## config.mk

```make
export PLATFORM = sky130hd
export DESIGN_NAME = esf3_queue
export DESIGN_NICKNAME = d
export VERILOG_FILES = /design/src/hw/rtl/esf3_pkg.sv /design/src/hw/rtl/esf3_queue.sv
export SDC_FILE = /design/constraint.sdc
export NUM_CORES = 1
export LEC_CHECK = 0
export ABC_AREA = 1
export BUFFER_PORTS_ARGS = -buffer_cell sky130_fd_sc_hd__buf_2
export CORE_ASPECT_RATIO = 1.4
export CORE_MARGIN = 10
export CORE_UTILIZATION = 38
export CTS_BUF_LIST = sky130_fd_sc_hd__clkbuf_8
export CTS_CLUSTER_SIZE = 25
export DETAILED_ROUTE_END_ITERATION = 16
export GPL_ROUTABILITY_DRIVEN = 0
export SYNTH_ARGS = -nofsm -noshare
export SYNTH_HDL_FRONTEND = slang
export SYNTH_SLANG_ARGS = --single-unit
```

## constraint.sdc

```tcl
create_clock -name clk_i -period 9.35 [get_ports clk_i]
set_clock_uncertainty 0.05 [all_clocks]
set_input_delay 1.87 -clock clk_i [delete_from_list [all_inputs] [get_ports clk_i]]
set_output_delay 1.87 -clock clk_i [all_outputs]
set_load 0.005 [all_outputs]
```

## src/hw/rtl/esf3_pkg.sv

```systemverilog
// Shared constants, types and helpers of the exchange field stencil.
`default_nettype none
package esf3_pkg;

  localparam int unsigned DEF_MAX_NX = 256;
  localparam int unsigned DEF_MAX_NY = 256;
  localparam int unsigned DEF_MAX_NZ = 256;

  localparam int unsigned DIM_W      = 9;
  localparam int unsigned MAG_W      = 32;
  localparam int unsigned GAIN_W     = 16;
  localparam int unsigned COEF_W     = 32;
  localparam int unsigned FIELD_W    = 40;
  localparam int unsigned CFG_IDX_W  = 4;
  localparam int unsigned CFG_DATA_W = 32;

  // Datapath widths: product Q19.46, exact six term sum, Q.16 result, gained result.
  localparam int unsigned PROD_W     = MAG_W + COEF_W + 1;
  localparam int unsigned ACC_W      = PROD_W + 3;
  localparam int unsigned SUM_SHIFT  = 30;
  localparam int unsigned H_W        = ACC_W - SUM_SHIFT;
  localparam int unsigned G_W        = H_W + GAIN_W + 1;
  localparam int unsigned GAIN_SHIFT = 15;
  localparam int unsigned R_W        = FIELD_W + 1;

  typedef enum logic {
    ACT_DATA  = 1'b0,
    ACT_FLUSH = 1'b1
  } action_e;

  typedef enum logic [CFG_IDX_W-1:0] {
    CFG_GRID_X   = 4'd0,
    CFG_GRID_Y   = 4'd1,
    CFG_GRID_Z   = 4'd2,
    CFG_COEF_X   = 4'd3,
    CFG_COEF_Y   = 4'd4,
    CFG_COEF_Z   = 4'd5,
    CFG_MIRROR   = 4'd6,
    CFG_USE_GAIN = 4'd7
  } cfg_idx_e;

  typedef struct packed {
    logic xlo;
    logic xhi;
    logic ylo;
    logic yhi;
    logic zlo;
    logic zhi;
  } edge_t;

  // One classified item handed from the front to the back.
  typedef struct packed {
    logic              emit;
    logic              write;
    logic              use_next;
    logic              is_last;
    logic              w_wrap;
    logic              e_wrap;
    edge_t             edges;
    logic [MAG_W-1:0]  mag_x;
    logic [MAG_W-1:0]  mag_y;
    logic [MAG_W-1:0]  mag_z;
    logic [GAIN_W-1:0] gain;
  } cmd_t;

  function automatic logic [DIM_W-1:0] clamp_dim(input logic [DIM_W-1:0] v,
                                                 input int unsigned hi);
    logic [DIM_W-1:0] r;
    r = v;
    if (v == '0) begin
      r = DIM_W'(1);
    end else if (32'(v) > hi) begin
      r = DIM_W'(hi);
    end
    return r;
  endfunction

endpackage
`default_nettype wire

```

## src/hw/rtl/esf3_queue.sv

```systemverilog
// Two entry command queue between the front and the back.
`default_nettype none
module esf3_queue (
  input  logic           clk_i,
  input  logic           rst_ni,
  input  logic           push_i,
  input  esf3_pkg::cmd_t cmd_i,
  output logic           full_o,
  input  logic           pop_i,
  output esf3_pkg::cmd_t cmd_o,
  output logic           empty_o
);
  import esf3_pkg::*;

  cmd_t       ent_q [2];
  logic       wp_q, wp_d;
  logic       rp_q, rp_d;
  logic [1:0] cnt_q, cnt_d;

  assign full_o  = (cnt_q == 2'd2);
  assign empty_o = (cnt_q == 2'd0);
  assign cmd_o   = ent_q[rp_q];

  always_comb begin
    wp_d  = wp_q;
    rp_d  = rp_q;
    cnt_d = cnt_q;
    if (push_i) begin
      wp_d = ~wp_q;
    end
    if (pop_i) begin
      rp_d = ~rp_q;
    end
    if (push_i && !pop_i) begin
      cnt_d = cnt_q + 2'd1;
    end else if (pop_i && !push_i) begin
      cnt_d = cnt_q - 2'd1;
    end
  end

  always_ff @(posedge clk_i or negedge rst_ni) begin
    if (!rst_ni) begin
      wp_q  <= 1'b0;
      rp_q  <= 1'b0;
      cnt_q <= 2'd0;
    end else begin
      wp_q  <= wp_d;
      rp_q  <= rp_d;
      cnt_q <= cnt_d;
    end
  end

  always_ff @(posedge clk_i) begin
    if (push_i) begin
      ent_q[wp_q] <= cmd_i;
    end
  end

endmodule
`default_nettype wire

```

==> results of run 1 <==
==> worst min-delay path: cells and delay by family (launching register included) <==
kind / cells / cell delay (ns)
AND/OR/NAND/NOR: 2 / 0.11
flip-flops: 1 / 0.36
==> cells by family (layout without fill, tap and decap cells) <==
kind of cell | Yosys count | count (layout) | share of synthesized area (%)
xor gates and xnor gates | 3 | 3 | 0.2810
adders and majority gates | 1 | 1 | 0.1338
buffers and inverters | 21 | 332 | 1.499
DFF | 252 | 252 | 80.71
muxes | 124 | 124 | 16.94
other | 0 | 4 | 0
and+or+nand+nor | 10 | 10 | 0.4415
==> worst min-delay path by stage <==
stage	depth (start not counted)	start	to	slack (ns)
floorplan	2	cnt_q[1]	cnt_q[1]	0.41
global placement	2	cnt_q[1]	cnt_q[1]	0.43
detailed placement	2	cnt_q[1]	cnt_q[1]	0.45
CTS	2	cnt_q[1]	cnt_q[1]	0.46
global route	2	cnt_q[1]	cnt_q[1]	0.51
finish	2	cnt_q[1]	cnt_q[1]	0.46
==> per-layer routing <==
metal  global-route usage [%]  vias to the layer above
li1                         -                     2202
met1                    12.90                     2302
met2                    20.05                      197
met3                    5.578                       35
met4                    4.608                        2
met5                        0                        -
==> power by group through the flow <==
stage                     registers [mW]  clock network, mW  logic (mW)
after floorplan                     1.59                  0       0.615
after global placement              1.63                  0       0.914
after detailed placement            1.65                  0       0.929
after CTS                           1.62              0.850       0.934
after global routing                1.64              0.900       0.980
final                               1.62              0.813       0.898
==> state kept, by name, indices dropped and copies added (netlist names) <==
| register | cells |
|---|---|
| cnt_q | 2 |
| ent_q | 248 |
| rp_q | 1 |
| wp_q | 1 |
==> synth_stat cells <==
cell type    n  share of area [%]
dfrtp_1      4                1.1
nand3_1      1              0.053
xnor2_1      1              0.094
mux2_4      50                8.0
inv_1        7               0.28
xor2_1       2               0.19
mux2_2      74                8.9
nor2_1       3               0.12
nand4_1      1              0.067
ha_1         1               0.13
edfxtp_1   248                 80
buf_2        7               0.37
nand2_1      5               0.20
buf_6        7               0.84
==> stage by stage <==
stage	area (sq um)	util, %
after global placement	10940	45.45
final	11630	48.35
after detailed placement	10940	45.45
after global routing	11620	48.32
after CTS	11620	48.31
after floorplan	9351	-
==> layout by cell type, fill, tap and decap left out <==
| master | n |
|---|---|
| clkinv_1 | 7 |
| mux2_4 | 50 |
| ha_1 | 1 |
| buf_2 | 253 |
| nand4_1 | 1 |
| inv_4 | 1 |
| dfrtp_1 | 3 |
| buf_4 | 4 |
| clkbuf_8 | 39 |
| diode_2 | 4 |
| inv_6 | 2 |
| dfrtp_4 | 1 |
| xor2_1 | 2 |
| nand2_1 | 5 |
| clkinv_2 | 4 |
| mux2_2 | 74 |
| nor2_4 | 1 |
| inv_1 | 21 |
| bufinv_16 | 1 |
| edfxtp_1 | 248 |
| xnor2_1 | 1 |
| nand3_1 | 1 |
| nor2_1 | 2 |
==> cell type report <==
class | count | area share (%)
multi-input combinational | 138 | 14.37
antenna | 4 | 0.08605
clock buffer | 39 | 4.614
timing repair buffer | 257 | 11.14
sequential | 252 | 64.91
inverter | 7 | 0.2474
clock inverter | 29 | 1.291
tap | 310 | 3.334
==> results.md, run 1 <==
* Final Cycle Share at 53.75%
* Max-slew violation count at 0
* DR iter-0 viols at 147
* CP Capture Type: output pin
* Initial antenna violation count at 4
* Ports at 254
* Sw Ratio at 27.68%
* Power share of the combinational group at 27.0%
* Die height at 205.6 um
* Distinct cells, synth at 14
* Nets at 823
* Vias/cell at 4.573
* Setup violators final at 0
* CTS root buf: clkbuf_8
* Peak supply drop at 206.5 uV
* Power Total at 3.326 mW
* Slowest stage delay, CP at 1.07 ns
* P_sw at 920.6 uW
* Final WL at 19,750 um
* P_int at 2.405 mW
* Pre-CTS setup slack at 4.799 ns
* Metal2 WL at 9677 um
* Rel. slew slack at 32.31%
* Syn. warnings at 0
* End point of the critical path: cmd_o[9]
* Fin. Hold Viols at 0
* Worst-Margin Slew at 1.015 ns
* CP arrival at 3.11 ns
* Leak Pwr at 4.578 nW
* Multi-input logic area at 1672 sq um
* Mapped Cells at 411
* Die ar. at 31,370 sq um
* CTS max path bufs at 3
* Status: finished clean
* Cts hold-fix bufs at 0
* Peak fanout along the critical path at 63
* RSZ-0062 raised after global routing: no
* Kind of critical path: reg2out
* Clk sink count at 252
* Fin Setup TNS at 0 ns
* Total GRT Usage at 11.94%
* Clock power frac at 24.4%
* Post-Syn Area at 9351 sq um
* H-tree depth at 2
* Crit path cell chain: buf_4 -> mux2_2 -> buf_2
* Top Family by Delay on Critical Path: flip-flops
* Die Width at 152.6 um
* Inst Count DP at 964
* R2r setup slk at 6.88 ns
* Fillers at 2,068
* RR Startpoint: wp_q
* Number of global-route vias before repair at 5,433
* Largest net degree at the start of global routing at 73
* Startpoint Class: flop
* Final hold slack at 0.4601 ns
* 1st-pass router iterations at 4
* Final HPWL DP at 13,750 um
* CTS Buf Count at 38
* Row count at 67
* Sequential area share after synthesis at 80.71%
* Post-CTS Repair Setup Buffers at 0
* Hold Path Class: reg2reg
* Port Buffers at 253
* Top Layer Used: met5
* WL/cell at 19.06 um
* WP depth at 3
* DRT antenna net count at 0
* First-pass GRT wire length at 29,900 um
* Clk_lat worst skew at 0.50 ns
* Max cap viols at 0
* Fmax at 0.1990 GHz
* Clk slew on worst S/H paths at 0.06 ns
* Reg power frac at 48.6%
* CP Launch Point: rp_q
* Syn-to-layout area delta at 24.39%
* WP buf/inv at 2
* CTS tree: yes
* Aggregate global routing overflow at 0
* FF-to-FF path depth at 3
* Routed vias at 4,738
* CP max-delay cell: dfrtp_4
* DRC Markers at 0
* Initial core utilization at 38.87%
* Avg Inst Size Synth at 22.75 sq um
* Final setup margin at 4.325 ns
* Layout cell share with drive strength beyond 1 at 59.56%
* Cts repair resizes at 0
* Finished Layout Cells at 1,036
* Min Tclk post-route at 5.025 ns
* Register area at 7551 sq um
* Power per standard cell area at 285.9 nW/um^2
* Post-synthesis register bit count at 252
* Core Area at 24,060 sq um
* DRT met1 WL at 7707 um
* Crit Reg-Reg Endpoint: ent_q[1][90]
* DR WL met3 at 1946 um
* Post-Syn Nets at 540
* Req. time, crit path at 7.43 ns
No activity file was read; power rests on OpenSTA's default activity.
==> run 2: changes to the inputs <==
- clock period: 9.35 -> 4.9 ns (I/O delays scaled with it)
==> results.md, run 2 (same netlist as run 1, synthesis figures left out) <==
* Peak fanout along the critical path at 58 (was 63)
* RSZ-0062 raised after global routing: no (unchanged)
* Req. time, crit path at 3.87 ns (was 7.43 ns)
* Largest net degree at the start of global routing at 68 (was 73)
* Die height at 205.6 um (unchanged)
* Final WL at 19,690 um (was 19,750 um)
* Power share of the combinational group at 28.2% (was 27.0%)
* Setup violators final at 0 (unchanged)
* Power per standard cell area at 539.5 nW/um^2 (was 285.9 nW/um^2)
* H-tree depth at 2 (unchanged)
* Ports at 254 (unchanged)
* Sw Ratio at 27.65% (was 27.68%)
* Final Cycle Share at 69.29%
* Final Util at 48.26% (was 48.35%)
* Aggregate global routing overflow at 0 (unchanged)
* Vias/cell at 4.610 (was 4.573)
* Clk sink count at 252 (unchanged)
* CTS max path bufs at 3 (unchanged)
* Cts repair resizes at 0 (unchanged)
* Cts hold-fix bufs at 0 (unchanged)
* Initial core utilization at 38.87% (unchanged)
* Clk_lat worst skew at 0.51 ns (was 0.50 ns)
* Startpoint Class: flop (unchanged)
* CTS tree: yes (unchanged)
* Die Width at 152.6 um (unchanged)
* P_int at 4.532 mW (was 2.405 mW)
* Pre-CTS setup slack at 2.013 ns (was 4.799 ns)
* Number of global-route vias before repair at 5,341 (was 5,433)
* Clk slew on worst S/H paths at 0.06 ns (about the same)
* CP arrival at 2.37 ns (was 3.11 ns)
* Row count at 67 (unchanged)
* Clock power frac at 23.4% (was 24.4%)
* Peak supply drop at 308.4 uV (was 206.5 uV)
* Fin Setup TNS at 0 ns (unchanged)
* DR iter-0 viols at 192 (was 147)
* Reg power frac at 48.5% (was 48.6%)
* CTS Buf Count at 38 (unchanged)
* First-pass GRT wire length at 29,660 um (was 29,900 um)
* Status: finished clean (unchanged)
* Die ar. at 31,370 sq um (unchanged)
* Syn-to-layout area delta at 24.16% (was 24.39%)
* Max cap viols at 0 (unchanged)
* CP Capture Type: output pin (unchanged)
* Fmax at 0.2945 GHz
* CTS root buf: clkbuf_8 (unchanged)
* Power Total at 6.264 mW (was 3.326 mW)
* P_sw at 1.732 mW (was 920.6 uW)
* RR Startpoint: wp_q (unchanged)
* Initial antenna violation count at 7 (was 4)
* Cell area after layout at 11,610 sq um (was 11,630 sq um)
* Port Buffers at 253 (unchanged)
* Final setup margin at 1.505 ns (was 4.325 ns)
* Final HPWL DP at 13,900 um (was 13,750 um)
* Fillers at 2,057 (was 2,068)
* Crit Reg-Reg Endpoint: ent_q[1][87] (was ent_q[1][90])
* DRT antenna net count at 0 (unchanged)
* Min Tclk post-route at 3.395 ns
* Max-slew violation count at 0 (unchanged)
* FF-to-FF path depth at 3 (unchanged)
* R2r setup slk at 2.93 ns (was 6.88 ns)
* Routed vias at 4,753 (was 4,738)
* Most common cell after layout, fill and taps aside: buf_2 (unchanged)
* Core Area at 24,060 sq um (unchanged)
* Largest regs: ent_q x248, cnt_q x2 (unchanged)
* Leak Pwr at 4.555 nW (was 4.578 nW)
* Max FFs per register at 248 (unchanged)
* Post-CTS Repair Setup Buffers at 0 (unchanged)
* Layout cell share with drive strength beyond 1 at 59.53% (was 59.56%)
* WL/cell at 19.10 um (was 19.06 um)
* Fin. Hold Viols at 0 (unchanged)
* Nets at 824 (was 823)
* DRC Markers at 0 (unchanged)
* Worst-Margin Slew at 0.9514 ns (was 1.015 ns)
* Kind of critical path: reg2out (unchanged)
* Register with the most flip-flops: ent_q (unchanged)
* Cell Area, Placed at 10,970 sq um (was 10,940 sq um)
* Rel. slew slack at 36.58% (was 32.31%)
* Hold Path Class: in2async (was reg2reg)
* Total GRT Usage at 11.88% (was 11.94%)
* Most frequent cells in the layout: 253 x buf_2, 248 x edfxtp_1, 74 x mux2_2 (unchanged)
* 1st-pass router iterations at 4 (unchanged)
-- run 2: how the worst max path moves through the flow --
stage	slack (ns)	depth (start not counted)	endpoint	start
2_1_floorplan	0.19	2	ent_q[0][0]	push_i
3_3_place_gp	2.04	3	cmd_o[42]	rp_q
3_5_place_dp	2.01	3	cmd_o[22]	rp_q
4_1_cts	1.43	3	cmd_o[108]	rp_q
5_1_grt	1.38	3	cmd_o[108]	rp_q
6_report	1.50	3	cmd_o[40]	rp_q
-- run 2: through the flow --
step,hold WS [ns],std cells
floorplan,0.4131,411
global placement,0.4284,965
detailed placement,0.4560,965
CTS,0.1738,1029
global route,0.1894,1030
finish,0.2198,1031
-- run 2: power groups by stage --
stage	logic, mW	registers [mW]	clock network (mW)
floorplan	1.17	3.02	0
global placement	1.80	3.06	0
detailed placement	1.82	3.09	0
CTS	1.83	3.05	1.53
global route	1.92	3.08	1.63
finish	1.76	3.04	1.46
-- run 2: area by class of cell --
type	instances	area, sq um	area share [%]
diodes	2	5.005	0.04310
well taps	310	387.9	3.341
clock inverters	25	101.3	0.8728
multi-input cells	138	1672	14.40
clock buffers	39	536.8	4.623
flip-flops and latches	252	7551	65.03
inverters	7	28.78	0.2478
repair buffers	258	1329	11.44
-- run 2: metal layers --
layer  track usage, %  vias to the layer above  routed length [um]
li1                 -                     2200                   -
met1            11.72                     2284                6892
met2            20.94                      215               10090
met3            6.246                       44                2198
met4            4.130                       10                 446
met5                0                        -                  60
-- run 2: worst max-delay path: stages (launching register included) --
cell and delay, ns:
dfrtp_4 0.80, buf_12 0.38, mux2_2 0.39, buf_2 0.13
==> run 3: changes to the inputs <==
- clock period: 4.9 -> 3.2 ns (I/O delays scaled with it)
==> results.md, run 3 (same netlist as run 1, synthesis figures left out) <==
* Status: finished clean (unchanged)
* Largest regs: ent_q x248, cnt_q x2 (unchanged)
* Number of global-route vias before repair at 5,504 (was 5,341)
* Die height at 205.6 um (unchanged)
* Cell Area, Placed at 11,010 sq um (was 10,970 sq um)
* Kind of critical path: reg2out (unchanged)
* Max cap viols at 0 (unchanged)
* Crit path cell chain: buf_12 -> mux2_2 -> buf_2 (unchanged)
* Peak fanout along the critical path at 55 (was 58)
* Layout cell share with drive strength beyond 1 at 60.00% (was 59.53%)
* H-tree depth at 2 (unchanged)
* CTS Buf Count at 39 (was 38)
* Cts repair resizes at 0 (unchanged)
* DRC Markers at 0 (unchanged)
* RSZ-0062 raised after global routing: no (unchanged)
* Routed vias at 4,755 (was 4,753)
* CP arrival at 2.05 ns (was 2.37 ns)
* Clk slew on worst S/H paths at 0.07 ns (was 0.06 ns)
* Fillers at 2,050 (was 2,057)
* Leak Pwr at 4.624 nW (was 4.555 nW)
* Final HPWL DP at 14,080 um (was 13,900 um)
* Final hold slack at 0.2580 ns (was 0.2198 ns)
* Peak supply drop at 614.4 uV (was 308.4 uV)
* Final setup margin at 0.4613 ns (was 1.505 ns)
* Initial antenna violation count at 6 (was 7)
* Min Tclk post-route at 2.739 ns
* CTS max path bufs at 3 (unchanged)
* Power Total at 9.964 mW (was 6.264 mW)
* CP max-delay cell: dfrtp_4 (unchanged)
* Most common cell after layout, fill and taps aside: buf_2 (unchanged)
* Total GRT Usage at 12.16% (was 11.88%)
* Setup violators final at 0 (unchanged)
* Nets at 827 (was 824)
* CTS tree: yes (unchanged)
* Clk_lat worst skew at 0.51 ns (about the same)
* Cell area after layout at 11,790 sq um (was 11,610 sq um)
* Row count at 67 (unchanged)
* R2r setup slk at 1.45 ns (was 2.93 ns)
* Core Area at 24,060 sq um (unchanged)
* Largest net degree at the start of global routing at 65 (was 68)
* Rel. slew slack at 45.32% (was 36.58%)
* Vias/cell at 4.577 (was 4.610)
* Max FFs per register at 248 (unchanged)
* Port Buffers at 253 (unchanged)
* Most frequent cells in the layout: 253 x buf_2, 248 x edfxtp_1, 74 x mux2_2 (unchanged)
* CTS root buf: clkbuf_8 (unchanged)
* FF-to-FF path depth at 3 (unchanged)
* Final Cycle Share at 85.58%
* Fin Setup TNS at 0 ns (unchanged)
* Worst-Margin Slew at 0.8202 ns (was 0.9514 ns)
* HP Start: cmd_i[100]
* RR Startpoint: wp_q (unchanged)
* Startpoint Class: flop (unchanged)
* Initial core utilization at 38.87% (unchanged)
* Crit Reg-Reg Endpoint: ent_q[1][64] (was ent_q[1][87])
* Fmax at 0.3651 GHz
* Die Width at 152.6 um (unchanged)
* DRT antenna net count at 0 (unchanged)
* Die ar. at 31,370 sq um (unchanged)
* Aggregate global routing overflow at 0 (unchanged)
* Hold path depth at 1
* Syn-to-layout area delta at 26.02% (was 24.16%)
* Clk sink count at 252 (unchanged)
* WL/cell at 19.19 um (was 19.10 um)
* Slowest stage delay, CP at 0.60 ns (was 0.80 ns)
* 1st-pass router iterations at 4 (unchanged)
* DR iter-0 viols at 166 (was 192)
* Hold Path Class: in2reg (was in2async)
* Power per standard cell area at 845.4 nW/um^2 (was 539.5 nW/um^2)
* Pre-CTS setup slack at 0.9941 ns (was 2.013 ns)
* Max-slew violation count at 0 (unchanged)
* Fin. Hold Viols at 0 (unchanged)
* Req. time, crit path at 2.51 ns (was 3.87 ns)
* Final WL at 19,940 um (was 19,690 um)
* Hold Path End: ent_q[0][100]
* Register with the most flip-flops: ent_q (unchanged)
* Ports at 254 (unchanged)
* First-pass GRT wire length at 30,100 um (was 29,660 um)
* CP Capture Type: output pin (unchanged)
==> run 3: layout make-up <==
cell class / instances / area [sq um] / share of cell area, %
inverters: 7 / 30.03 / 0.2548
well taps: 310 / 387.9 / 3.291
diodes: 4 / 10.01 / 0.08493
flip-flops and latches: 252 / 7551 / 64.07
clock buffers: 41 / 564.3 / 4.788
clock inverters: 27 / 186.4 / 1.582
multi-input cells: 138 / 1672 / 14.18
repair buffers: 260 / 1384 / 11.74
==> run 3: how the worst max path moves through the flow <==
stage / startpoint / slack [ns] / depth (start not counted) / endpoint
after floorplan: push_i / 0.20 / 2 / ent_q[1][0]
after global routing: rp_q / 0.35 / 3 / cmd_o[116]
after detailed placement: rp_q / 0.99 / 3 / cmd_o[120]
after CTS: rp_q / 0.42 / 3 / cmd_o[120]
after global placement: rp_q / 1.01 / 3 / cmd_o[120]
final: rp_q / 0.46 / 3 / cmd_o[116]
==> run 3: stage by stage <==
| step | util, % | std cells |
|---|---|---|
| 3_3_place_gp | 45.78 | 966 |
| 3_5_place_dp | 45.78 | 966 |
| 5_1_grt | 48.96 | 1037 |
| 2_1_floorplan | - | 411 |
| 6_report | 48.98 | 1039 |
| 4_1_cts | 48.94 | 1035 |
==> run 3: worst max-delay path, delay by kind of cell (launching register included) <==
family	cells	cell delay, ns
buffers and inverters	2	0.48
DFF	1	0.60
muxes	1	0.39
==> run 3: layer usage <==
layer / up-vias / share of wire (%) / routed length [um] / global-route usage, %
met5: - / 0.23 / 46 / 0
met2: 181 / 54 / 10820 / 22.01
met1: 2324 / 35 / 7041 / 12.10
met4: 6 / 2.1 / 427 / 4.881
li1: 2203 / - / - / -
met3: 41 / 8.0 / 1598 / 5.055
==> run 3: what timing repair did <==
action	in CTS	in global routing
endpoints found under the hold margin	4	0
buffers inserted	0	0
hold buffers	1	0
==> run 3: where the power goes <==
group	internal (mW)	switching (mW)
sequential	4.38	0.202
combinational	1.47	1.34
clock	1.42	1.14
