## config.mk

```make
export PLATFORM = sky130hd
export DESIGN_NAME = esf3_front_flat
export DESIGN_NICKNAME = d
export VERILOG_FILES = /design/src/hw/rtl/esf3_pkg.sv /design/src/hw/rtl/esf3_if.sv /design/src/hw/rtl/esf3_front.sv /design/src/flat_wrapper.sv
export SDC_FILE = /design/constraint.sdc
export NUM_CORES = 1
export LEC_CHECK = 0
export BUFFER_PORTS_ARGS = -buffer_cell sky130_fd_sc_hd__buf_4
export CAP_MARGIN = 10
export CORE_MARGIN = 4
export CORE_UTILIZATION = 40
export DETAILED_ROUTE_END_ITERATION = 10
export PLACE_DENSITY = 0.78
export SYNTH_ARGS = -nofsm -noshare
export SYNTH_HDL_FRONTEND = slang
export SYNTH_SLANG_ARGS = --single-unit
```

## constraint.sdc

```tcl
create_clock -name clk_i -period 2.79 [get_ports clk_i]
set_clock_uncertainty 0.05 [all_clocks]
set_input_delay 0.4185 -clock clk_i [delete_from_list [all_inputs] [get_ports clk_i]]
set_output_delay 0.4185 -clock clk_i [all_outputs]
set_load 0.02 [all_outputs]
```

## src/hw/rtl/esf3_pkg.sv

```systemverilog
// Shared constants, types and helpers of the exchange field stencil.
`default_nettype none
package esf3_pkg;

  localparam int unsigned DEF_MAX_NX = 256;
  localparam int unsigned DEF_MAX_NY = 256;
  localparam int unsigned DEF_MAX_NZ = 256;

  localparam int unsigned DIM_W      = 9;
  localparam int unsigned MAG_W      = 32;
  localparam int unsigned GAIN_W     = 16;
  localparam int unsigned COEF_W     = 32;
  localparam int unsigned FIELD_W    = 40;
  localparam int unsigned CFG_IDX_W  = 4;
  localparam int unsigned CFG_DATA_W = 32;

  // Datapath widths: product Q19.46, exact six term sum, Q.16 result, gained result.
  localparam int unsigned PROD_W     = MAG_W + COEF_W + 1;
  localparam int unsigned ACC_W      = PROD_W + 3;
  localparam int unsigned SUM_SHIFT  = 30;
  localparam int unsigned H_W        = ACC_W - SUM_SHIFT;
  localparam int unsigned G_W        = H_W + GAIN_W + 1;
  localparam int unsigned GAIN_SHIFT = 15;
  localparam int unsigned R_W        = FIELD_W + 1;

  typedef enum logic {
    ACT_DATA  = 1'b0,
    ACT_FLUSH = 1'b1
  } action_e;

  typedef enum logic [CFG_IDX_W-1:0] {
    CFG_GRID_X   = 4'd0,
    CFG_GRID_Y   = 4'd1,
    CFG_GRID_Z   = 4'd2,
    CFG_COEF_X   = 4'd3,
    CFG_COEF_Y   = 4'd4,
    CFG_COEF_Z   = 4'd5,
    CFG_MIRROR   = 4'd6,
    CFG_USE_GAIN = 4'd7
  } cfg_idx_e;

  typedef struct packed {
    logic xlo;
    logic xhi;
    logic ylo;
    logic yhi;
    logic zlo;
    logic zhi;
  } edge_t;

  // One classified item handed from the front to the back.
  typedef struct packed {
    logic              emit;
    logic              write;
    logic              use_next;
    logic              is_last;
    logic              w_wrap;
    logic              e_wrap;
    edge_t             edges;
    logic [MAG_W-1:0]  mag_x;
    logic [MAG_W-1:0]  mag_y;
    logic [MAG_W-1:0]  mag_z;
    logic [GAIN_W-1:0] gain;
  } cmd_t;

  function automatic logic [DIM_W-1:0] clamp_dim(input logic [DIM_W-1:0] v,
                                                 input int unsigned hi);
    logic [DIM_W-1:0] r;
    r = v;
    if (v == '0) begin
      r = DIM_W'(1);
    end else if (32'(v) > hi) begin
      r = DIM_W'(hi);
    end
    return r;
  endfunction

endpackage
`default_nettype wire

```

## src/hw/rtl/esf3_if.sv

```systemverilog
// Channel interfaces: cell input, field output and configuration writes.
`default_nettype none
interface esf3_cell_if;
  logic                                valid;
  logic                                ready;
  logic                                action;
  logic signed [esf3_pkg::MAG_W-1:0]   mag_x;
  logic signed [esf3_pkg::MAG_W-1:0]   mag_y;
  logic signed [esf3_pkg::MAG_W-1:0]   mag_z;
  logic        [esf3_pkg::GAIN_W-1:0]  cell_gain;
  modport source(output valid, action, mag_x, mag_y, mag_z, cell_gain, input ready);
  modport sink(input valid, action, mag_x, mag_y, mag_z, cell_gain, output ready);
endinterface

`default_nettype wire

```

## src/hw/rtl/esf3_front.sv

```systemverilog
// Front end: accepts cells and flush ticks, tracks the grid position, issues commands.
`default_nettype none
module esf3_front (
  input  logic                          clk_i,
  input  logic                          rst_ni,
  esf3_cell_if.sink                     cell_in,
  input  logic [esf3_pkg::DIM_W-1:0]    nx_i,
  input  logic [esf3_pkg::DIM_W-1:0]    ny_i,
  input  logic [esf3_pkg::DIM_W-1:0]    nz_i,
  input  logic                          restart_i,
  output esf3_pkg::cmd_t                cmd_o,
  output logic                          push_o,
  input  logic                          full_i
);
  import esf3_pkg::*;

  logic [DIM_W-1:0] rx_q, rx_d, ry_q, ry_d, rz_q, rz_d;
  logic [DIM_W-1:0] ex_q, ex_d, ey_q, ey_d, ez_q, ez_d;
  logic             rfull_q, rfull_d;
  logic             past_q, past_d;
  logic [DIM_W-1:0] nxm1, nym1, nzm1;
  logic             rxl, ryl, rzl;
  logic             e_plane_end, e_last;
  logic             take, is_data, take_data, take_flush, emit;
  edge_t            edges;

  assign nxm1 = nx_i - DIM_W'(1);
  assign nym1 = ny_i - DIM_W'(1);
  assign nzm1 = nz_i - DIM_W'(1);

  assign rxl = (rx_q == nxm1);
  assign ryl = (ry_q == nym1);
  assign rzl = (rz_q == nzm1);

  assign edges.xlo = (ex_q == '0);
  assign edges.xhi = (ex_q == nxm1);
  assign edges.ylo = (ey_q == '0);
  assign edges.yhi = (ey_q == nym1);
  assign edges.zlo = (ez_q == '0);
  assign edges.zhi = (ez_q == nzm1);
  assign e_plane_end = edges.xhi && edges.yhi;
  assign e_last      = e_plane_end && edges.zhi;

  assign cell_in.ready = !full_i;
  assign take       = cell_in.valid && !full_i;
  assign is_data    = (cell_in.action == ACT_DATA);
  // Data past the whole grid and flush ticks before it are dropped.
  assign take_data  = take && is_data && !rfull_q;
  assign take_flush = take && !is_data && rfull_q;
  assign emit       = take_flush || (take_data && past_q);
  assign push_o     = take_data || take_flush;

  always_comb begin
    cmd_o.emit     = emit;
    cmd_o.write    = take_data;
    cmd_o.use_next = take_data;
    cmd_o.is_last  = e_last;
    cmd_o.w_wrap   = rxl && ryl && rz_q[0];
    cmd_o.e_wrap   = e_plane_end && ez_q[0];
    cmd_o.edges    = edges;
    cmd_o.mag_x    = cell_in.mag_x;
    cmd_o.mag_y    = cell_in.mag_y;
    cmd_o.mag_z    = cell_in.mag_z;
    cmd_o.gain     = cell_in.cell_gain;
  end

  always_comb begin
    rx_d    = rx_q;
    ry_d    = ry_q;
    rz_d    = rz_q;
    ex_d    = ex_q;
    ey_d    = ey_q;
    ez_d    = ez_q;
    rfull_d = rfull_q;
    past_d  = past_q;
    if (take_data) begin
      if (rxl) begin
        rx_d = '0;
        if (ryl) begin
          ry_d   = '0;
          rz_d   = rz_q + DIM_W'(1);
          past_d = 1'b1;
          if (rzl) begin
            rfull_d = 1'b1;
          end
        end else begin
          ry_d = ry_q + DIM_W'(1);
        end
      end else begin
        rx_d = rx_q + DIM_W'(1);
      end
    end
    if (emit) begin
      if (edges.xhi) begin
        ex_d = '0;
        if (edges.yhi) begin
          ey_d = '0;
          ez_d = ez_q + DIM_W'(1);
        end else begin
          ey_d = ey_q + DIM_W'(1);
        end
      end else begin
        ex_d = ex_q + DIM_W'(1);
      end
    end
    // Finishing the grid or changing its shape starts over at the first cell.
    if ((emit && e_last) || restart_i) begin
      rx_d    = '0;
      ry_d    = '0;
      rz_d    = '0;
      ex_d    = '0;
      ey_d    = '0;
      ez_d    = '0;
      rfull_d = 1'b0;
      past_d  = 1'b0;
    end
  end

  always_ff @(posedge clk_i or negedge rst_ni) begin
    if (!rst_ni) begin
      rx_q    <= '0;
      ry_q    <= '0;
      rz_q    <= '0;
      ex_q    <= '0;
      ey_q    <= '0;
      ez_q    <= '0;
      rfull_q <= 1'b0;
      past_q  <= 1'b0;
    end else begin
      rx_q    <= rx_d;
      ry_q    <= ry_d;
      rz_q    <= rz_d;
      ex_q    <= ex_d;
      ey_q    <= ey_d;
      ez_q    <= ez_d;
      rfull_q <= rfull_d;
      past_q  <= past_d;
    end
  end

endmodule
`default_nettype wire

```

## src/flat_wrapper.sv

```systemverilog
// flat-port wrapper written by rule: the top's interface ports become plain ports
module esf3_front_flat import esf3_pkg::*;
  (clk_i, rst_ni, nx_i, ny_i, nz_i, restart_i, cmd_o, push_o, full_i, cell_in_valid, cell_in_action, cell_in_mag_x, cell_in_mag_y, cell_in_mag_z, cell_in_cell_gain, cell_in_ready);
  esf3_cell_if cell_in_i ();
  input  logic clk_i;
  input  logic rst_ni;
  input  logic [esf3_pkg::DIM_W-1:0] nx_i;
  input  logic [esf3_pkg::DIM_W-1:0] ny_i;
  input  logic [esf3_pkg::DIM_W-1:0] nz_i;
  input  logic restart_i;
  output esf3_pkg::cmd_t cmd_o;
  output logic push_o;
  input  logic full_i;
  input wire logic [$bits(cell_in_i.valid)-1:0] cell_in_valid;
  input wire logic [$bits(cell_in_i.action)-1:0] cell_in_action;
  input wire logic [$bits(cell_in_i.mag_x)-1:0] cell_in_mag_x;
  input wire logic [$bits(cell_in_i.mag_y)-1:0] cell_in_mag_y;
  input wire logic [$bits(cell_in_i.mag_z)-1:0] cell_in_mag_z;
  input wire logic [$bits(cell_in_i.cell_gain)-1:0] cell_in_cell_gain;
  output wire logic [$bits(cell_in_i.ready)-1:0] cell_in_ready;
  assign cell_in_i.valid = cell_in_valid;
  assign cell_in_i.action = cell_in_action;
  assign cell_in_i.mag_x = cell_in_mag_x;
  assign cell_in_i.mag_y = cell_in_mag_y;
  assign cell_in_i.mag_z = cell_in_mag_z;
  assign cell_in_i.cell_gain = cell_in_cell_gain;
  assign cell_in_ready = cell_in_i.ready;
  esf3_front u_core (.clk_i(clk_i), .rst_ni(rst_ni), .cell_in(cell_in_i), .nx_i(nx_i), .ny_i(ny_i), .nz_i(nz_i), .restart_i(restart_i), .cmd_o(cmd_o), .push_o(push_o), .full_i(full_i));
endmodule
```

==> results of run 1 <==
==> sequential cells by signal, indices dropped and copies added (netlist names) <==
signal          count
u_core.ry_q         9
u_core.rfull_q      1
u_core.ey_q         9
u_core.rx_q         9
u_core.ez_q         9
u_core.ex_q         9
u_core.past_q       1
u_core.rz_q         9
==> kinds of logic after synthesis <==
family                   synth area share, %
flip-flops                              24.3
multiplexers                            1.06
adder cells (fa/ha/maj)                 2.60
XOR/XNOR                                10.4
AND/OR/NAND/NOR                         23.7
buffers and inverters                   20.3
AO/OA/AOI/OAI                           17.7
==> per-stage QoR <==
stage                     setup slack, ns  total power (W)  util [%]  hold slack, ns  cells
after floorplan                  -0.00202          0.00137         -          0.0729    701
after global placement             -0.235          0.00132      42.3           0.457    848
after detailed placement           -0.227          0.00133      42.3           0.458    848
after CTS                         -0.0670          0.00211      44.5           0.162    861
after global routing               -0.122          0.00222      46.1           0.191    869
final                             -0.0791          0.00212      46.1           0.124    869
==> cell usage in the layout, fill, tap and decap left out, types with 7 or more instances in the layout <==
cell type    n
buf_4      118
dfrtp_1     56
a21oi_1     47
nand3_1     34
nand2_1     33
o21ai_0     32
xnor2_1     27
inv_1       26
xor2_1      25
nor2_1      18
or4_1       18
o31ai_1     16
buf_6       13
nand2b_1    12
or3_1       12
and3_1      12
a31oi_1     10
nor4_1      10
ha_1        10
nor3_1       9
nand4b_1     8
nand4_1      7
o211ai_1     7
==> cells in the mapped netlist (all sizes together) (20+ instances only) <==
master	instances	area share (%)
xnor2	28	4.2
nand2	35	2.4
a21oi	53	4.8
dfrtp	56	24
buf	130	17
or4	24	3.2
xor2	25	3.8
nand3	36	3.1
o21ai	39	3.4
inv	29	1.9
clkbuf	25	1.6
nor2	20	1.3
==> final cells by class <==
cell class	instances	area share, %
multi-input combinational	461	52.8
clock inverter	1	0.466
clock buffer	7	2.37
timing repair buffer	135	17.3
tap	180	3.49
inverter	29	1.79
sequential	56	21.7
==> what timing repair did <==
| action | 4_1_cts | 5_1_grt |
|---|---|---|
| pin swaps | 10 | 23 |
| setup buffers | 5 | 7 |
| gates resized for setup | 17 | 32 |
| endpoints found under the setup margin | 4 | 45 |
| hold buffers | 0 | 0 |
| cloned | 0 | 1 |
==> per-layer routing <==
layer	part of all wire [%]	global-route usage (%)	vias to the layer above
met5	0	0	-
met4	2.2	4.93	0
met3	4.8	2.71	36
met2	48	24.7	132
met1	45	21.6	2346
li1	-	-	2380
==> power by group through the flow <==
stage	combinational [W]	clock [W]	sequential, W
floorplan	0.000502	0	0.000868
global placement	0.000438	0	0.000883
detailed placement	0.000447	0	0.000883
CTS	0.000459	0.000782	0.000867
global route	0.000523	0.000821	0.000872
finish	0.000477	0.000774	0.000868
==> final timing paths <==
check | endpoint | slack [ns]
worst max-delay path | cmd_o[118] | -0.08
worst min-delay path | u_core.ex_q[7] | 0.12
worst max register to register | u_core.ez_q[2] | 0.09
worst min register to register | u_core.past_q | 0.47
max in group asynchronous | u_core.rz_q[3] | 2.06
min in group clk_i | u_core.ez_q[0] | 0.45
==> summary.txt, run 1 <==
Global route
  • Initial antenna violation count: 0
  • GR Util All Layers: 15.6%
  • Largest net degree at the start of global routing: 57
  • Vias in the first global route: between 4000 and 5000
  • Grt total ovfl: 0
  • Global-route wire length before repair: between 20000 and 25000 um

Timing
  • Hold Vio Cnt, Final: 0
  • Fmax: around 350 MHz
  • Sum Neg Setup Slack: -0.253 ns
  • Max-slew violation count: 0
  • Slew of the pin with the lowest slew margin: roughly 0.74 ns
  • RSZ-0062 raised after global routing: true
  • Slew Limit Headroom: 50.3%
  • Final setup fails: 5
  • Period Utilization, post-route: 103%
  • Crit path time final: approximately 2.9 ns
  • Setup ws final: -0.0791 ns

Setup path
  • Largest stage delay, worst path: between 0.5 and 0.6 ns
  • CP Launch Point: ny_i[6]
  • CP Depth: 9
  • Worst setup EP type: output port
  • Buf/Inv on CP: 4
  • Reg2Reg Depth: 9
  • R2R Path Start: u_core.ex_q[7]
  • CP Cell Sequence: buf_6 > or4_4 > buf_6 > o311a_4 > a2111oi_4 > nand2_2 > clkinvlp_4 > and3_4 > buf_6
  • CP max stage cell: or4_4
  • CP Launch Type: input port
  • Crit-path max FO: 3
  • Crit path arrival time: ~2.4 ns
  • Worst EP required: 2.32 ns
  • Most common cell on crit path: buf_6
  • Crit path max-delay family: simple AND/OR/NAND/NOR gates
  • Crit Path Class: input port to output port

Power
  • Pwr/cell area: 329 mW/mm2
  • Internal Power: 0.00153 W
  • Seq pwr share: just over 40%
  • Sw power: approximately 0.0006 W
  • Leakage power: between 2 and 3 nW
  • Combinational fraction of design power: between 20% and 30%
  • Clk pwr share: 36.5%
  • Sw Share: 27.7%
  • Worst vdd ir: about 220 uV

CTS
  • CTS Buf Count: 5
  • Root Buffer: clkbuf_16
  • CTS sink cnt: 56
  • Clock Pin Slew Worst Setup and Hold Paths: around 0.070 ns
  • Worst-skew pair later-pin latency: ~0.3 ns
  • Clk buf depth: 2
  • TritonCTS clock tree: built
  • CTS H-tree depth: 2

Die
  • Die W: ~130 um
  • DIE AREA: between 0.015 and 0.02 mm2
  • Initial Utilization: between 40% and 50%
  • Core Area: ~0.014 mm2
  • Cell row count: 43
  • Die Y: around 130 um
  • I/O pins: roughly 270

Final layout
  • Fill cells: around 1300
  • Design Area, Final: 0.00645 mm2
  • Seq. cell area: 0.00140 mm2
  • Multi-input logic area: roughly 0.0034 mm2
  • Ant. Diodes: 0
  • Nets: ~850
  • Area Overhead vs Synth: 11.6%
  • Ratio of cells with drive above 1 in the final layout: between 20% and 30%

Yosys
  • Avg Inst Size Synth: just over 8 um2
  • Synth unique cells: 67
  • Top_reg_cell synth: dfrtp_1
  • Post-synth EDFFs: 0
  • Register area share after synthesis: between 20% and 30%
  • Syn. warnings: 0
  • Cell Area, Synth: between 0.005 and 0.006 mm2
  • Async SR Flop Fraction: 100%
  • Cell count after synthesis: approximately 700
  • Seq cells post-synth: 56
  • Synthesized Nets: approximately 860

Placement
  • RePlAce Congestion: just over 0.9
  • Post-Place Cell Area: just under 0.006 mm2
  • Number of port buffers: 46
  • DPL Wire Length: roughly 9700 um

Route
  • First drt pass iteration count: 7
  • Vias per cell: roughly 5.6
  • First DRT Iteration DRCs: roughly 520
  • DRC errors left: 0
  • Routed wire per std cell: between 15 and 20 um
  • Post-route ant nets: 0
  • Drt total wl: 13600 um
  • Vias: 4894

Job
  • Max_cap viols: 0

Min path
  • Hold Crit Class: input port to asynchronous set/reset pin

Run status
  • Violated checks: setup timing
  • Status: finished with violations
Note: power is estimated with default switching activity, not from simulation.
==> run 2: changes to the inputs <==
==> constraint.sdc (replaced) <==
create_clock -name clk_i -period 2.79 [get_ports clk_i]
set_clock_uncertainty 0.05 [all_clocks]
set_input_delay 0.4185 -clock clk_i [delete_from_list [all_inputs] [get_ports clk_i]]
set_output_delay 0.4185 -clock clk_i [all_outputs]
set_load 0.05 [all_outputs]
==> summary.txt, run 2 (synthesis gave the netlist of run 1 again) <==
Die
  • Die Y: 128 um (unchanged)
  • DIE AREA: 0.0164 mm2 (unchanged)
  • I/O pins: 271 (unchanged)
  • Cell row count: 43 (unchanged)
  • Initial Utilization: 41.3% (unchanged)
  • Core Area: 0.0140 mm2 (unchanged)
  • Die W: 128 um (unchanged)

Power
  • Sw power: 0.000605 W (+3.2%)
  • Clk pwr share: 36.3% (-0.2 points)
  • Leakage power: 2.56 nW (-2.7%)
  • Seq pwr share: 41.0% (about the same)
  • Pwr Total: 0.00213 W (+0.36%)
  • Combinational fraction of design power: 22.8% (+0.3 points)
  • Worst vdd ir: 299 uV (+34%)
  • Sw Share: 28.4% (+0.78 points)
  • Pwr/cell area: 335 mW/mm2 (+2.0%)
  • Internal Power: 0.00152 W (-0.71%)

Global route
  • Vias in the first global route: 4699 (+5.8%)
  • Global-route wire length before repair: 22000 um (+2.1%)
  • Largest net degree at the start of global routing: 57 (unchanged)
  • GR Util All Layers: 15.7% (+0.17 points)
  • Initial antenna violation count: 0 (unchanged)
  • Grt total ovfl: 0 (unchanged)

Route
  • Post-route ant nets: 0 (unchanged)
  • Vias per cell: 5.70 (+1.2%)
  • First drt pass iteration count: 5 (-2)
  • Routed wire per std cell: 15.6 um (-0.50%)
  • Drt total wl: 13400 um (-1.5%)
  • Vias: 4901 (+0.14%)
  • First DRT Iteration DRCs: 427 (-18%)
  • DRC errors left: 0 (unchanged)

Setup path
  • Reg2Reg Depth: 9 (unchanged)
  • Crit Path Class: input port to output port
  • Crit path arrival time: 2.34 ns (-0.06 ns)
  • Worst EP required: 2.32 ns (about the same)
  • CP Launch Type: input port
  • Crit-path max FO: 4 (+1)
  • Worst setup EP type: output port

Timing
  • Slew Limit Headroom: 50.3% (about the same)
  • Crit path time final: 2.81 ns (-0.0596 ns)
  • Setup ws final: -0.0195 ns (+0.0596 ns)
  • Period Utilization, post-route: 101% (-2.1 points)
  • Slew of the pin with the lowest slew margin: 0.746 ns (+0.000693 ns)
  • RSZ-0062 raised after global routing: true
  • Final setup fails: 2 (-3)
  • Hold Vio Cnt, Final: 0 (unchanged)
  • Max-slew violation count: 0 (unchanged)
  • Fmax: 356 MHz (+2.1%)

Final layout
  • Ratio of cells with drive above 1 in the final layout: 28.4% (-0.35 points)
  • Most frequent cells in the layout: buf_4 (114), dfrtp_1 (56), a21oi_1 (46)
  • Post-layout util: 45.3% (-0.75 points)
  • Commonest non-fill, non-tap cell in the layout: buf_4
  • Design Area, Final: 0.00634 mm2 (-1.6%)
  • Fill cells: 1314 (+1.0%)
  • Nets: 836 (-1.1%)
  • Area Overhead vs Synth: 9.77%
  • Ant. Diodes: 0 (unchanged)

CTS
  • Clock Pin Slew Worst Setup and Hold Paths: 0.07 ns (about the same)
  • TritonCTS clock tree: built
  • Clk buf depth: 2 (unchanged)
  • CTS sink cnt: 56 (unchanged)
  • Hold Buf Count CTS: 0 (unchanged)
  • CTS H-tree depth: 2 (unchanged)
  • Root Buffer: clkbuf_16
  • CTS Buf Count: 5 (unchanged)
  • Worst-skew pair later-pin latency: 0.29 ns (about the same)

Placement
  • DPL Wire Length: 9820 um (+1.7%)
  • RePlAce Congestion: 0.877 (-3.1%)
  • Post-Place Cell Area: 0.00586 mm2 (-0.97%)
  • Number of port buffers: 46 (unchanged)

Run status
  • Status: finished with violations
  • Violated checks: setup timing

Min path
  • Hold Crit Class: input port to asynchronous set/reset pin

Job
  • Max_cap viols: 0 (unchanged)
run 2: cell types whose count changed in the layout (fill, tap and decap cells not counted), moves of 2 or more:
cell,delta
buf_6,-5
buf_4,-4
buf_12,-2
buf_8,+2
nor3_2,-2
o31ai_1,-2
o31ai_2,+2
run 2: worst max-delay path, stage by stage:
cell and delay, ns:
buf_6 0.09, or4_4 0.58, or3_4 0.38, nor3_4 0.11, and4b_1 0.21, nand2_2 0.12, clkinvlp_4 0.10, and3_4 0.17
buf_8 0.14
run 2: what timing repair did:
item / CTS / global route
endpoints found under the hold margin: 0 / 0
cloned: 0 / 1
endpoints found under the setup margin: 5 / 19
buffers inserted: 5 / 3
pin swaps: 10 / 22
gates resized for setup: 18 / 34
run 2: area by class of cell:
cell class / instances / area, um2 / area share (%)
Multi-Input combinational cell: 462 / 3420 / 53.9
Clock inverter: 1 / 30.0 / 0.474
Clock buffer: 7 / 153 / 2.41
Inverter: 29 / 115 / 1.82
Sequential cell: 56 / 1400 / 22.1
Tap cell: 180 / 225 / 3.55
Timing Repair Buffer: 125 / 996 / 15.7
run 2: power by group through the flow:
stage	sequential (W)	clock (W)	combinational, W
after floorplan	0.000868	0	0.000728
after global placement	0.000885	0	0.000451
after detailed placement	0.000885	0	0.000459
after CTS	0.000869	0.000780	0.000470
after global routing	0.000874	0.000809	0.000530
final	0.000871	0.000771	0.000484
run 2: layer usage:
metal / vias up / global-route usage (%) / routed length [um]
li1: 2363 / - / -
met1: 2349 / 21.3 / 6020
met2: 161 / 25.4 / 6440
met3: 28 / 2.46 / 707
met4: 0 / 5.68 / 273
met5: - / 0 / 0
run 2: worst paths after layout:
check | from | end | slack [ns]
setup reg to reg | u_core.ey_q[8] | u_core.ez_q[4] | 0.19
setup / recovery | ny_i[3] | cmd_o[118] | -0.02
hold / removal | rst_ni | u_core.ex_q[8] | 0.12
hold reg to reg | u_core.past_q | u_core.past_q | 0.49
max in group asynchronous | rst_ni | u_core.past_q | 2.06
min in group clk_i | restart_i | u_core.ez_q[0] | 0.44
run 2: metrics by stage:
step	hold WS [ns]	instances	worst slack [ns]	TNS, ns
3_5_place_dp	0.478	843	-0.277	-5.86
5_1_grt	0.201	860	-0.0884	-0.312
2_1_floorplan	0.0729	701	-0.168	-0.309
3_3_place_gp	0.460	843	-0.157	-4.59
6_report	0.124	860	-0.0195	-0.0327
4_1_cts	0.168	856	-0.0183	-0.0295
